File: config.mk
export PLATFORM = sky130hd
export DESIGN_NAME = lps_ctrl
export DESIGN_NICKNAME = d
export VERILOG_FILES = /design/src/rtl/lps_pkg.sv /design/src/rtl/lps_ctrl.sv
export SDC_FILE = /design/constraint.sdc
export NUM_CORES = 1
export LEC_CHECK = 0
export ABC_AREA = 0
export BUFFER_PORTS_ARGS = -buffer_cell sky130_fd_sc_hd__buf_2
export CORE_UTILIZATION = 52
export DETAILED_ROUTE_END_ITERATION = 8
export HOLD_SLACK_MARGIN = 0.15
export PLACE_DENSITY = 0.8
export SYNTH_ARGS = -nofsm -noshare
export SYNTH_HDL_FRONTEND = slang
export SYNTH_SLANG_ARGS = --single-unit
File: constraint.sdc
create_clock -name clk -period 4.5 [get_ports clk]
set_clock_uncertainty 0.2 [all_clocks]
set_input_delay 1.35 -clock clk [delete_from_list [all_inputs] [get_ports clk]]
set_output_delay 1.35 -clock clk [all_outputs]
set_load 0.02 [all_outputs]
File: src/rtl/lps_pkg.sv
`timescale 1ns / 1ps
// ----------------------------------------------------------------------------
// lps_pkg - shared definitions for the linear prime sieve
// Sizes, status codes and the command/status bundles between the
// controller and the datapath.
// ----------------------------------------------------------------------------
package lps_pkg;

  // sieve span and prime store depth
  localparam int unsigned MAX_VALUE   = 2097152;
  localparam int unsigned PRIME_SLOTS = 262144;

  // fixed field widths
  localparam int unsigned VAL_W   = 21;
  localparam int unsigned COUNT_W = 18;
  localparam int unsigned STAT_W  = 2;

  // derived sizes
  localparam int unsigned MARK_AW  = $clog2(MAX_VALUE);
  localparam int unsigned MARK_TOP = MAX_VALUE - 1;
  localparam int unsigned SLOT_AW  = $clog2(PRIME_SLOTS);
  localparam int unsigned SLOT_CW  = $clog2(PRIME_SLOTS + 1);
  localparam int unsigned PROD_W   = 2 * VAL_W;
  localparam int unsigned REM_CW   = $clog2(VAL_W);

  localparam logic [VAL_W-1:0] LIMIT_RST = VAL_W'(2097151);
  localparam logic [VAL_W-1:0] FIRST_VAL = VAL_W'(2);

  typedef enum logic [STAT_W-1:0] {
    ST_OK    = 2'd0,
    ST_ORDER = 2'd1,
    ST_RANGE = 2'd2
  } lps_status_t;

  // controller -> datapath
  typedef struct packed {
    logic clr_step;   // clear one mark, advance sweep address
    logic latch_in;   // capture the input item
    logic check;      // record order/range verdict
    logic rec_prime;  // act on the mark of the value
    logic mul;        // register value * prime
    logic mark_set;   // mark the product composite, start remainder
    logic j_inc;      // next prime in the walk
    logic load_out;   // fill the output register
  } lps_cmd_t;

  // datapath -> controller
  typedef struct packed {
    logic clr_last;
    logic bad;
    logic walk_end;
    logic p_zero;
    logic over;
    logic rem_done;
    logic rem_zero;
  } lps_sts_t;

endpackage

File: src/rtl/lps_ctrl.sv
`timescale 1ns / 1ps
// ----------------------------------------------------------------------------
// lps_ctrl - sieve controller
// Sequences the mark clear after reset and the classification and prime
// walk of each item, and owns both handshakes.
// ----------------------------------------------------------------------------
module lps_ctrl (
  input  logic              clk,
  input  logic              rst_n,
  input  logic              in_valid,
  output logic              in_stall,
  output logic              out_valid,
  input  logic              out_stall,
  input  lps_pkg::lps_sts_t sts,
  output lps_pkg::lps_cmd_t cmd
);

  typedef enum logic [8:0] {
    S_CLEAR    = 9'b000000001,
    S_IDLE     = 9'b000000010,
    S_CHECK    = 9'b000000100,
    S_MREAD    = 9'b000001000,
    S_WALK_RD  = 9'b000010000,
    S_WALK_MUL = 9'b000100000,
    S_WALK_CMP = 9'b001000000,
    S_WALK_DIV = 9'b010000000,
    S_FINISH   = 9'b100000000
  } lps_state_t;

  lps_state_t state_r, state_nxt;
  logic       out_valid_r, out_valid_nxt;
  logic       out_free;

  assign out_free = !out_valid_r || !out_stall;

  always_comb begin
    state_nxt = state_r;
    cmd       = '0;
    unique case (state_r)
      S_CLEAR: begin
        cmd.clr_step = 1'b1;
        if (sts.clr_last) begin
          state_nxt = S_IDLE;
        end
      end
      S_IDLE: begin
        if (in_valid) begin
          cmd.latch_in = 1'b1;
          state_nxt    = S_CHECK;
        end
      end
      S_CHECK: begin
        cmd.check = 1'b1;
        state_nxt = sts.bad ? S_FINISH : S_MREAD;
      end
      S_MREAD: begin
        cmd.rec_prime = 1'b1;
        state_nxt     = S_WALK_RD;
      end
      S_WALK_RD: begin
        state_nxt = sts.walk_end ? S_FINISH : S_WALK_MUL;
      end
      S_WALK_MUL: begin
        if (sts.p_zero) begin
          state_nxt = S_FINISH;
        end else begin
          cmd.mul   = 1'b1;
          state_nxt = S_WALK_CMP;
        end
      end
      S_WALK_CMP: begin
        if (sts.over) begin
          state_nxt = S_FINISH;
        end else begin
          cmd.mark_set = 1'b1;
          state_nxt    = S_WALK_DIV;
        end
      end
      S_WALK_DIV: begin
        if (sts.rem_done) begin
          if (sts.rem_zero) begin
            state_nxt = S_FINISH;
          end else begin
            cmd.j_inc = 1'b1;
            state_nxt = S_WALK_RD;
          end
        end
      end
      S_FINISH: begin
        if (out_free) begin
          cmd.load_out = 1'b1;
          state_nxt    = S_IDLE;
        end
      end
      default: begin
        state_nxt = S_IDLE;
      end
    endcase
  end

  always_comb begin
    out_valid_nxt = out_valid_r;
    if (cmd.load_out) begin
      out_valid_nxt = 1'b1;
    end else if (!out_stall) begin
      out_valid_nxt = 1'b0;
    end
  end

  always_ff @(posedge clk) begin
    if (!rst_n) begin
      state_r     <= S_CLEAR;
      out_valid_r <= 1'b0;
    end else begin
      state_r     <= state_nxt;
      out_valid_r <= out_valid_nxt;
    end
  end

  assign in_stall  = (state_r != S_IDLE);
  assign out_valid = out_valid_r;

endmodule

; ---- Word-level counts from Yosys, hierarchy flattened
; Index checks and enable logic that the tools add are counted.
; W data, S select, Z words.
[classes]
eq_ne = 15
n_mux = 26
reduce_logical = 4
[op_table]
columns = operator, count
row1 = $mux W9, 9
row2 = $pmux W9 S9, 1
row3 = $mux W1, 16
row4 = $eq A9 B1 Y1 const B, 1
row5 = $eq A9 B2 Y1 const B, 1
row6 = $eq A9 B3 Y1 const B, 1
row7 = $eq A9 B4 Y1 const B, 1
row8 = $eq A9 B5 Y1 const B, 1
row9 = $eq A9 B6 Y1 const B, 1
row10 = $eq A9 B7 Y1 const B, 1
row11 = $eq A9 B8 Y1 const B, 1
row12 = $eq A9 B9 Y1 const B, 1
row13 = $ne A9 B2 Y1 const B, 1
row14 = $ne A2 B2 Y1 const B, 4
row15 = $reduce_and A4 Y1, 1
row16 = $logic_not A1 Y1, 2
row17 = $ne A2 B1 Y1 const B, 1
row18 = $logic_or A1 B1 Y1, 1
[word_totals]
regBits = 10
input_bits = 11

; ---- Longest topological paths before layout
; Gate-level depths: netlist (run 1).
[depth]
depth_word = 5
depth_mapped = 6
depth_no_buf = 5

; ---- Least setup slack after synthesis (run 1)
; No wires, ideal clock.
[synth_path]
path_kind = input to output
from = in sts[3] (netlist name)
to = out cmd[3] (netlist name)
t_arrival_ns = 2.069
t_required_ns = 2.950
path_slack_ns = 0.881
path_stages = 1
path_buffers = 0
path_cell_list = nor4_1
[synth_between]
elab_chain_len = 2
[synth_lines]
columns = item, line
row1 = start: declaration, lps_ctrl.sv:14  ; input lps_pkg::lps_sts_t sts,
row2 = $mux W1, lps_ctrl.sv:64  ; if (sts.p_zero) begin
row3 = $mux W1, lps_ctrl.sv:39  ; unique case (state_r)
row4 = end: declaration, lps_ctrl.sv:15  ; output lps_pkg::lps_cmd_t cmd
; Every way passes these cells.

==> out/metrics.yaml, run 1 <==
outcome:
  status: "completed"
worst_setup_path:
  worst_setup_path_end_kind: "output pin"
  r2r_slack_ps: 2560
  required_ps: 2950
  critPathMaxStageDelay_ps: 240
  startpoint_type: "input pin"
  worstSetupPathType: "in -> out"
  path_cells: "buf_2, nor3_1, and2_1, buf_2"
  cp.arrival_ps: 2000
  crit_fanout: 2
  worstPathBufferInverterCount: 2
  cp_slowest_cell: "nor3_1"
  critical-path-top-delay-family: "simple AND/OR/NAND/NOR gates"
  cp_common_cell: "buf_2"
timing:
  grt_setup_unrepaired: "false"
  tightest_slew_ps: 355.5
  max_freq_mhz: 281.5
  finalSetupTns_ps: 0
  min_period_over_period: 0.7894
  slew_headroom: 0.7610
  setup_viol: 0
  finalHoldViolCount: 0
  fin_crit_ps: 3552
  slew_viol_final: 0
  whs_ps: 356.8
global_route:
  grt_pass1_wl_um: 2615
  grt_use_met1: 0.2867
  grt_util_met2: 0.4871
  groute.layer.met3.usage: 0.08721
  grt_max_degree: 9
  grt_pass1_vias: 639
  grt_remaining_overflow: 0
  track_usage: 0.2626
  antenna_found_initial: 0
  grt.busiest_layer: "met2"
route:
  vias_per_cell: 5.909
  drt-initial-drc-count: 28
  drt_first_pass_iters: 4
  wl_per_cell_um: 13.38
  ant_nets: 0
  finalWirelength_um: 1619
  dr_total_vias: 715
  post-route-drc-count: 0
pwr:
  leakage_nw: 0.3591
  clockPowerShare: 0.389
  finalPower_w: 0.0002152
  combPwrFrac: 0.170
  p_int_w: 0.0001537
  power_switching_w: 0.00006142
  powerDensity_nw_per_um2: 265.4
  irDropWorstVdd_mv: 0.1706
  sequentialPowerShare: 0.442
  netSwitchingFraction: 0.2854
finish:
  finalNonFillerCells: 121
  area_growth_pct: 20.22
  utilization: 0.7013
  drive_gt1_frac: 0.2804
  fillerInstances: 104
  nNetsFinal: 119
  n_antenna_cell: 0
synth:
  synth_most_common_cell: "nor2_1"
  yosysTopAreaCellShare: 0.2968
  synthFlopType: "dfxtp_1"
  synth_commonest_cells: "nor2_1 (15), dfxtp_1 (10), nand2_1 (6), nor3_1 (6)"
  syn_area_sq_um: 674.4
  syn_inst: 86
  yosys_warnings: 0
  synth-seq-area-share: 0.2968
  syn_nets: 97
  yosys.area.top_type: "dfxtp_1"
  ys_seq_elements: 10
  synth-edff-count: 0
  async_flop_share: 0
  syn_avg_cell_area_sq_um: 7.842
  synth_area_leaders: "dfxtp_1 (30%), nor2_1 (8.3%), nor3_1 (4.5%), nand2_1 (3.3%), nand3b_1 (3.3%)"
  yosysUniqueCellTypes: 36
placement:
  dp.final_hpwl_um: 1295
  port_buffers: 20
  gp_congestion: 0.8064
  place_inst: 117
clocking:
  post_cts_buffers: 0
  holdBufCountCts: 0
  insertion_delay_ps: 270
  clk_root_buffer_cell: "clkbuf_4"
  htree_levels: 1
  ctsResizeCount: 0
  cts_max_path_buffers: 2
  numCtsBuffers: 3
  cts_sinks: 10
  path_clk_slew_ps: 70
  cts_tree: "yes"
floorplan:
  die_w_um: 38.01
  die_h_um: 38.01
  coreArea_sq_um: 1156
  initial_core_util: 0.5833
  rows: 12
  die_area_sq_um: 1445
  io_pins: 21
run:
  drv_cap: 0
hold_path:
  hold_path_class: "reg -> reg"
flip-flops by register name, indices dropped and copies added, names as in the netlist:
name / flops
state_r: 9
out_valid: 1
per-layer routing:
layer  vias to the layer above  share of wire
li1                        356              -
met1                       335           0.43
met2                        24           0.51
met3                         0          0.062
met4                         0              0
met5                         -              0
logic make-up (layout without fill, tap and decap cells):
family	count (synthesis)	count (layout)	synth area share
simple gates	55	55	0.4638
compound gates	15	15	0.1818
buf+inv	4	25	0.03154
flops	10	10	0.2968
xor+xnor	2	2	0.02598
power by group through the flow:
| stage | logic, W | clock network [W] | registers (W) |
|---|---|---|---|
| after floorplan | 0.0000259 | 0 | 0.0000938 |
| final | 0.0000365 | 0.0000837 | 0.0000950 |
| after detailed placement | 0.0000362 | 0 | 0.0000971 |
| after CTS | 0.0000364 | 0.0000838 | 0.0000950 |
| after global placement | 0.0000349 | 0 | 0.0000969 |
| after global routing | 0.0000408 | 0.0000889 | 0.0000955 |
placed cells by master (no fill, tap or decap), drive strengths merged:
master  count
buf        20
nand2       6
nand3b      3
o31ai       1
a221o       1
nor4b       1
o21a        1
inv         1
nor2b       1
and2b       1
nor2       15
nor4        3
a221oi      1
clkbuf      4
dfxtp      10
and3        1
nand4       2
or2         2
and4        1
a41o        1
and2        2
o22ai       2
xor2        2
a21boi      1
nor3b       3
a21oi       3
o21ai       3
nand2b      3
or3         4
a22o        1
nor3        7
stage by stage:
stage	instance area [sq um]	setup slack [ps]
6_report	810.8	947.7
3_3_place_gp	774.5	998.6
3_5_place_dp	774.5	945.6
5_1_grt	810.8	836.5
2_1_floorplan	674.4	880.8
4_1_cts	810.8	945.6
final cells by class:
cell class	count	area, sq um	share of cell area
multi-input combinational	72	452.9	0.5586
inverter	1	3.754	0.004630
timing repair buffer	20	100.1	0.1235
sequential	10	200.2	0.2469
tap	14	17.52	0.02160
clock buffer	4	36.28	0.04475
worst paths after layout:
kind	start	to	cells after the start
min	out_valid	out_valid	2
max	sts[0]	cmd[1]	4
max reg2reg	state_r[4]	state_r[3]	5
min reg2reg	out_valid	out_valid	2
worst min-delay path: cells and delay by family, from the launching register on:
kind / cells / cell delay, ps
AOI/OAI and AO/OA: 1 / 90
DFF: 1 / 320
and+or+nand+nor: 1 / 100
No activity file was read; power rests on OpenSTA's default activity.
==> inputs of run 2 (changes only) <==
--- a/config.mk
+++ b/config.mk
@@ -5,12 +5,12 @@
 export SDC_FILE = /design/constraint.sdc
 export NUM_CORES = 1
 export LEC_CHECK = 0
-export ABC_AREA = 0
+export ABC_AREA = 1
 export BUFFER_PORTS_ARGS = -buffer_cell sky130_fd_sc_hd__buf_2
-export CORE_UTILIZATION = 52
+export CORE_UTILIZATION = 45
 export DETAILED_ROUTE_END_ITERATION = 8
 export HOLD_SLACK_MARGIN = 0.15
-export PLACE_DENSITY = 0.8
+export PLACE_DENSITY = 0.72
 export SYNTH_ARGS = -nofsm -noshare
 export SYNTH_HDL_FRONTEND = slang
 export SYNTH_SLANG_ARGS = --single-unit
==> constraint.sdc (replaced) <==
create_clock -name clk -period 2.9 [get_ports clk]
set_clock_uncertainty 0.2 [all_clocks]
set_input_delay 0.87 -clock clk [delete_from_list [all_inputs] [get_ports clk]]
set_output_delay 0.87 -clock clk [all_outputs]
set_load 0.02 [all_outputs]
==> run 2 against run 1 <==
- the run now ends with design-rule violations left
- final area rose by 15%
- critical path depth rose by 2
- combinational power rose by 81%
- critical endpoint is now cmd[2]
- largest power group unchanged
- highest routed layer unchanged
==> out/metrics.yaml, run 2 <==
finish:
  final_cell_mix: "buf_2 (20), inv_1 (19), nand2_1 (15), nor2_1 (15), dfxtp_1 (10)"
  n_antenna_cell: 0
  fin_area_sq_um: 932.1
  area_growth_pct: 19.01
  mostFrequentLayoutCell: "buf_2"
  nNetsFinal: 148
  drive_gt1_frac: 0.4338
  fillerInstances: 155
  regMostFlops: "state_r"
  largest_reg_flops: 9
pwr:
  netSwitchingFraction: 0.2966
  combPwrFrac: 0.192
  finalPower_w: 0.0003444
  p_int_w: 0.0002423
  sequentialPowerShare: 0.422
  irDropWorstVdd_mv: 0.2886
  clockPowerShare: 0.387
  powerDensity_nw_per_um2: 369.5
  power_switching_w: 0.0001022
  leakage_nw: 0.5163
placement:
  gp_congestion: 0.7567
  port_buffers: 20
  placed_area_sq_um: 895.9
  post-place-ws_ps: 434.8
  dp.final_hpwl_um: 1317
route:
  post-route-drc-count: 1
  drt-initial-drc-count: 6
  ant_nets: 0
  drt_first_pass_iters: 6
  finalWirelength_um: 1532
  dr_total_vias: 728
  vias_per_cell: 4.789
  wl_per_cell_um: 10.08
synth:
  ys_seq_elements: 10
  yosys_warnings: 0
  syn_inst: 113
  synth_most_common_cell: "inv_1"
  synth-simple-area-share: 0.5831
  synth-compound-area-share: 0.03674
  yosysTopAreaCellShare: 0.2556
  syn_avg_cell_area_sq_um: 6.931
  synth-edff-count: 0
  yosysUniqueCellTypes: 20
  synth_area_leaders: "dfxtp_1 (26%), nor2_4 (10%), inv_1 (9.1%), nand2_1 (7.2%), nand2_4 (7.2%)"
  synthFlopType: "dfxtp_1"
  yosys.area.top_type: "dfxtp_1"
  synth_mux_area_frac: 0
  syn_area_sq_um: 783.3
  synth_xor_area_frac: 0
  syn_nets: 124
  synth_top_family_by_area: "simple AND/OR/NAND/NOR gates"
  synth-seq-area-share: 0.2556
  async_flop_share: 0
  synthAdderAreaFrac: 0
  synth_commonest_cells: "inv_1 (19), nand2_1 (15), nor2_1 (15)"
worst_setup_path:
  r2r_slack_ps: 1400
  crit_path_start: "state_r[1]"
  critical-path-top-delay-family: "simple AND/OR/NAND/NOR gates"
  worst_setup_path_end_kind: "output pin"
  path_cells: "nor2_2, nand2_4, nor2_4, nand2_2, nor2_1, buf_2"
  regToRegStartpoint: "state_r[1]"
  cp.arrival_ps: 1420
  critPathMaxStageDelay_ps: 350
  worstSetupPathType: "reg -> out"
  cp_slowest_cell: "dfxtp_1"
  crit_fanout: 5
  startpoint_type: "register"
  required_ps: 1830
  worstPathBufferInverterCount: 1
timing:
  finalSetupTns_ps: 0
  whs_ps: 297.4
  setup_viol: 0
  min_period_over_period: 0.8574
  finalHoldViolCount: 0
  fin_crit_ps: 2487
  max_freq_mhz: 402.2
  tightest_slew_ps: 272.2
  grt_setup_unrepaired: "false"
  slew_viol_final: 0
  fin_ws_ps: 413.5
  slew_headroom: 0.8179
clocking:
  post_cts_buffers: 0
  clk_root_buffer_cell: "clkbuf_4"
  insertion_delay_ps: 280
  ctsResizeCount: 0
  cts_sinks: 10
  cts_max_path_buffers: 2
  htree_levels: 1
  holdBufCountCts: 0
  numCtsBuffers: 3
  path_clk_slew_ps: 80
  cts_tree: "yes"
hold_path:
  min_from: "out_valid"
  hold_path_class: "reg -> reg"
outcome:
  status: "finished, violations left"
  violations: "design-rule violations"
global_route:
  grt_pass1_vias: 674
  grt_remaining_overflow: 0
  track_usage: 0.1828
  grt_pass1_wl_um: 2559
  antenna_found_initial: 0
  grt_max_degree: 8
floorplan:
  rows: 14
  die_w_um: 43.72
  io_pins: 21
  die_h_um: 43.72
  die_area_sq_um: 1911
  coreArea_sq_um: 1559
  initial_core_util: 0.5024
run:
  drv_cap: 0
[run 2: worst paths after layout]
| check | end | cells after the start |
|---|---|---|
| hold reg to reg | out_valid | 2 |
| setup reg to reg | state_r[1] | 8 |
| setup / recovery | cmd[2] | 6 |
| hold / removal | out_valid | 2 |
[run 2: logic make-up after synthesis]
| kind of cell | after synthesis |
|---|---|
| and+or+nand+nor | 73 |
| buffers and inverters | 25 |
| DFF | 10 |
| AOI/OAI and AO/OA | 5 |
[run 2: layer usage]
layer  part of all wire  global-route usage  routed length, um  up-vias
met2               0.51              0.3224                777       13
met3              0.046             0.07917                 71        0
li1                   -                   -                  -      389
met4                  0             0.02500                  0        0
met1               0.45              0.2077                683      326
met5                  0                   0                  0        -
[run 2: tightest hold or removal path, cell delays in order (launching register included)]
cell and delay (ps):
dfxtp_1 320, nand2_1 70, a21oi_1 60
[run 2: final cells by class]
cell class / instances / area (sq um) / area share
multi-input combinational: 78 / 485.5 / 0.5208
inverter: 24 / 90.09 / 0.09664
sequential: 10 / 200.2 / 0.2148
tap: 16 / 20.02 / 0.02148
clock buffer: 4 / 36.28 / 0.03893
timing repair buffer: 20 / 100.1 / 0.1074
[run 2: through the flow]
step	std cells	utilization
after CTS	152	0.5979
after global routing	152	0.5979
final	152	0.5979
after floorplan	113	-
after global placement	148	0.5746
after detailed placement	148	0.5746
[run 2: power by group through the flow]
stage                     clock [W]  combinational (W)  sequential [W]
after detailed placement          0          0.0000665        0.000148
after CTS                  0.000134          0.0000666        0.000145
after global placement            0          0.0000655        0.000148
after floorplan                   0          0.0000492        0.000148
final                      0.000133          0.0000660        0.000145
after global routing       0.000143          0.0000728        0.000146
==> inputs of run 3 (changes only) <==
--- a/config.mk
+++ b/config.mk
@@ -7,6 +7,7 @@
 export LEC_CHECK = 0
 export ABC_AREA = 1
 export BUFFER_PORTS_ARGS = -buffer_cell sky130_fd_sc_hd__buf_2
+export CORE_MARGIN = 2
 export CORE_UTILIZATION = 45
 export DETAILED_ROUTE_END_ITERATION = 8
 export HOLD_SLACK_MARGIN = 0.15
==> run 3 against run 2 <==
- the flow now finishes without violations
- fmax fell by 0.69%
- clock power about the same
- sequential power about the same
- worst setup slack worse by 17 ps
- total power barely moved
- critical path depth unchanged
- routed wire length up 4.0%
- non-clock buffer count stayed put
- critical path type unchanged
==> out/metrics.yaml, run 3 (same netlist as run 2, synthesis figures left out) <==
global_route:
  grt_pass1_wl_um: 2539
  grt_max_degree: 8
  grt_pass1_vias: 702
  track_usage: 0.1703
  grt.busiest_layer: "met2"
  grt_use_met1: 0.1779
  grt_util_met2: 0.3070
  antenna_found_initial: 0
  groute.layer.met3.usage: 0.06349
  grt_remaining_overflow: 0
worst_setup_path:
  path_depth: 6
  required_ps: 1830
  critPathMaxStageDelay_ps: 330
  cp.arrival_ps: 1430
  critical-path-top-delay-family: "simple AND/OR/NAND/NOR gates"
  worstPathBufferInverterCount: 1
  crit_fanout: 5
  r2r_cells: 8
  cp_slowest_cell: "dfxtp_1"
  startpoint_type: "register"
  worstSetupPathType: "reg -> out"
  path_cells: "nor2_2, nand2_4, nor2_4, nand2_2, nor2_1, buf_2"
  worst_setup_path_end_kind: "output pin"
timing:
  setup_viol: 0
  tightest_slew_ps: 259.8
  grt_setup_unrepaired: "false"
  slew_headroom: 0.8262
  finalSetupTns_ps: 0
  finalHoldViolCount: 0
  max_freq_mhz: 399.4
  fin_crit_ps: 2504
  min_period_over_period: 0.8634
  slew_viol_final: 0
clocking:
  holdBufCountCts: 0
  cts_sinks: 10
  path_clk_slew_ps: 70
  insertion_delay_ps: 280
  ctsResizeCount: 0
  clk_root_buffer_cell: "clkbuf_4"
  post_cts_buffers: 0
  htree_levels: 1
  cts_max_path_buffers: 2
  numCtsBuffers: 3
  cts_tree: "yes"
route:
  wl_per_cell_um: 10.41
  ant_nets: 0
  dr_total_vias: 739
  finalWirelength_um: 1593
  vias_per_cell: 4.830
  drt-initial-drc-count: 11
  drt_first_pass_iters: 4
  post-route-drc-count: 0
finish:
  final_cell_mix: "buf_2 (20), inv_1 (19), nand2_1 (15), nor2_1 (15), dfxtp_1 (10)"
  drive_gt1_frac: 0.4338
  area_growth_pct: 19.17
  largest_reg_flops: 9
  regMostFlops: "state_r"
  mostFrequentLayoutCell: "buf_2"
  nNetsFinal: 148
  n_antenna_cell: 0
pwr:
  power_switching_w: 0.0001019
  leakage_nw: 0.5163
  finalPower_w: 0.0003444
  combPwrFrac: 0.193
  netSwitchingFraction: 0.2959
  sequentialPowerShare: 0.422
  clockPowerShare: 0.385
  irDropWorstVdd_mv: 0.2595
  powerDensity_nw_per_um2: 368.9
  p_int_w: 0.0002425
floorplan:
  rows: 15
  die_h_um: 45.72
  die_w_um: 45.72
  io_pins: 21
  die_area_sq_um: 2090
  initial_core_util: 0.4637
  coreArea_sq_um: 1689
hold_path:
  hold_path_class: "reg -> reg"
  whs_path_depth: 2
run:
  drv_cap: 0
placement:
  gp_congestion: 0.7729
  port_buffers: 20
  dp.final_hpwl_um: 1342
outcome:
  status: "completed"
-- run 3: worst reg2reg max path, cell delays in order (launching register included) --
cell	delay (ps)
dfxtp_1	330
nor2_2	170
nand2_4	90
nor2_4	150
nand3_2	100
nand2_1	120
nor2_4	60
o21ai_1	120
a21oi_1	50
-- run 3: path summary, 6_finish.rpt --
| path | start | endpoint | slack [ps] |
|---|---|---|---|
| max | state_r[0] | cmd[2] | 400 |
| min | out_valid | out_valid | 310 |
| max reg2reg | state_r[0] | state_r[1] | 1400 |
| min reg2reg | out_valid | out_valid | 310 |
-- run 3: metrics by stage --
stage	hold slack, ps	cells	setup slack (ps)	cell area, sq um	util
finish	306.0	153	396.1	933.4	0.5526
global route	340.3	153	276.4	933.4	0.5526
CTS	303.4	153	391.1	933.4	0.5526
detailed placement	292.3	149	453.6	897.1	0.5311
global placement	266.6	149	481.4	897.1	0.5311
floorplan	326.8	113	530.4	783.3	-
-- run 3: area by class of cell --
class	count	area, sq um
fill	174	755.7
multi-input combinational	78	485.5
sequential	10	200.2
timing repair buffer	20	100.1
inverter	24	90.09
clock buffer	4	36.28
tap	17	21.27
-- run 3: routing by layer --
metal | vias up | share of wire | routed length (um)
met2 | 14 | 0.51 | 812
met3 | 2 | 0.050 | 79
met1 | 329 | 0.43 | 684
met5 | - | 0 | 0
li1 | 394 | - | -
met4 | 0 | 0.011 | 17
-- run 3: power by group through the flow --
stage | registers [W] | logic (W) | clock network [W]
global placement | 0.000148 | 0.0000658 | 0
global route | 0.000146 | 0.0000728 | 0.000141
detailed placement | 0.000148 | 0.0000670 | 0
floorplan | 0.000148 | 0.0000492 | 0
finish | 0.000145 | 0.0000666 | 0.000133
CTS | 0.000145 | 0.0000671 | 0.000135
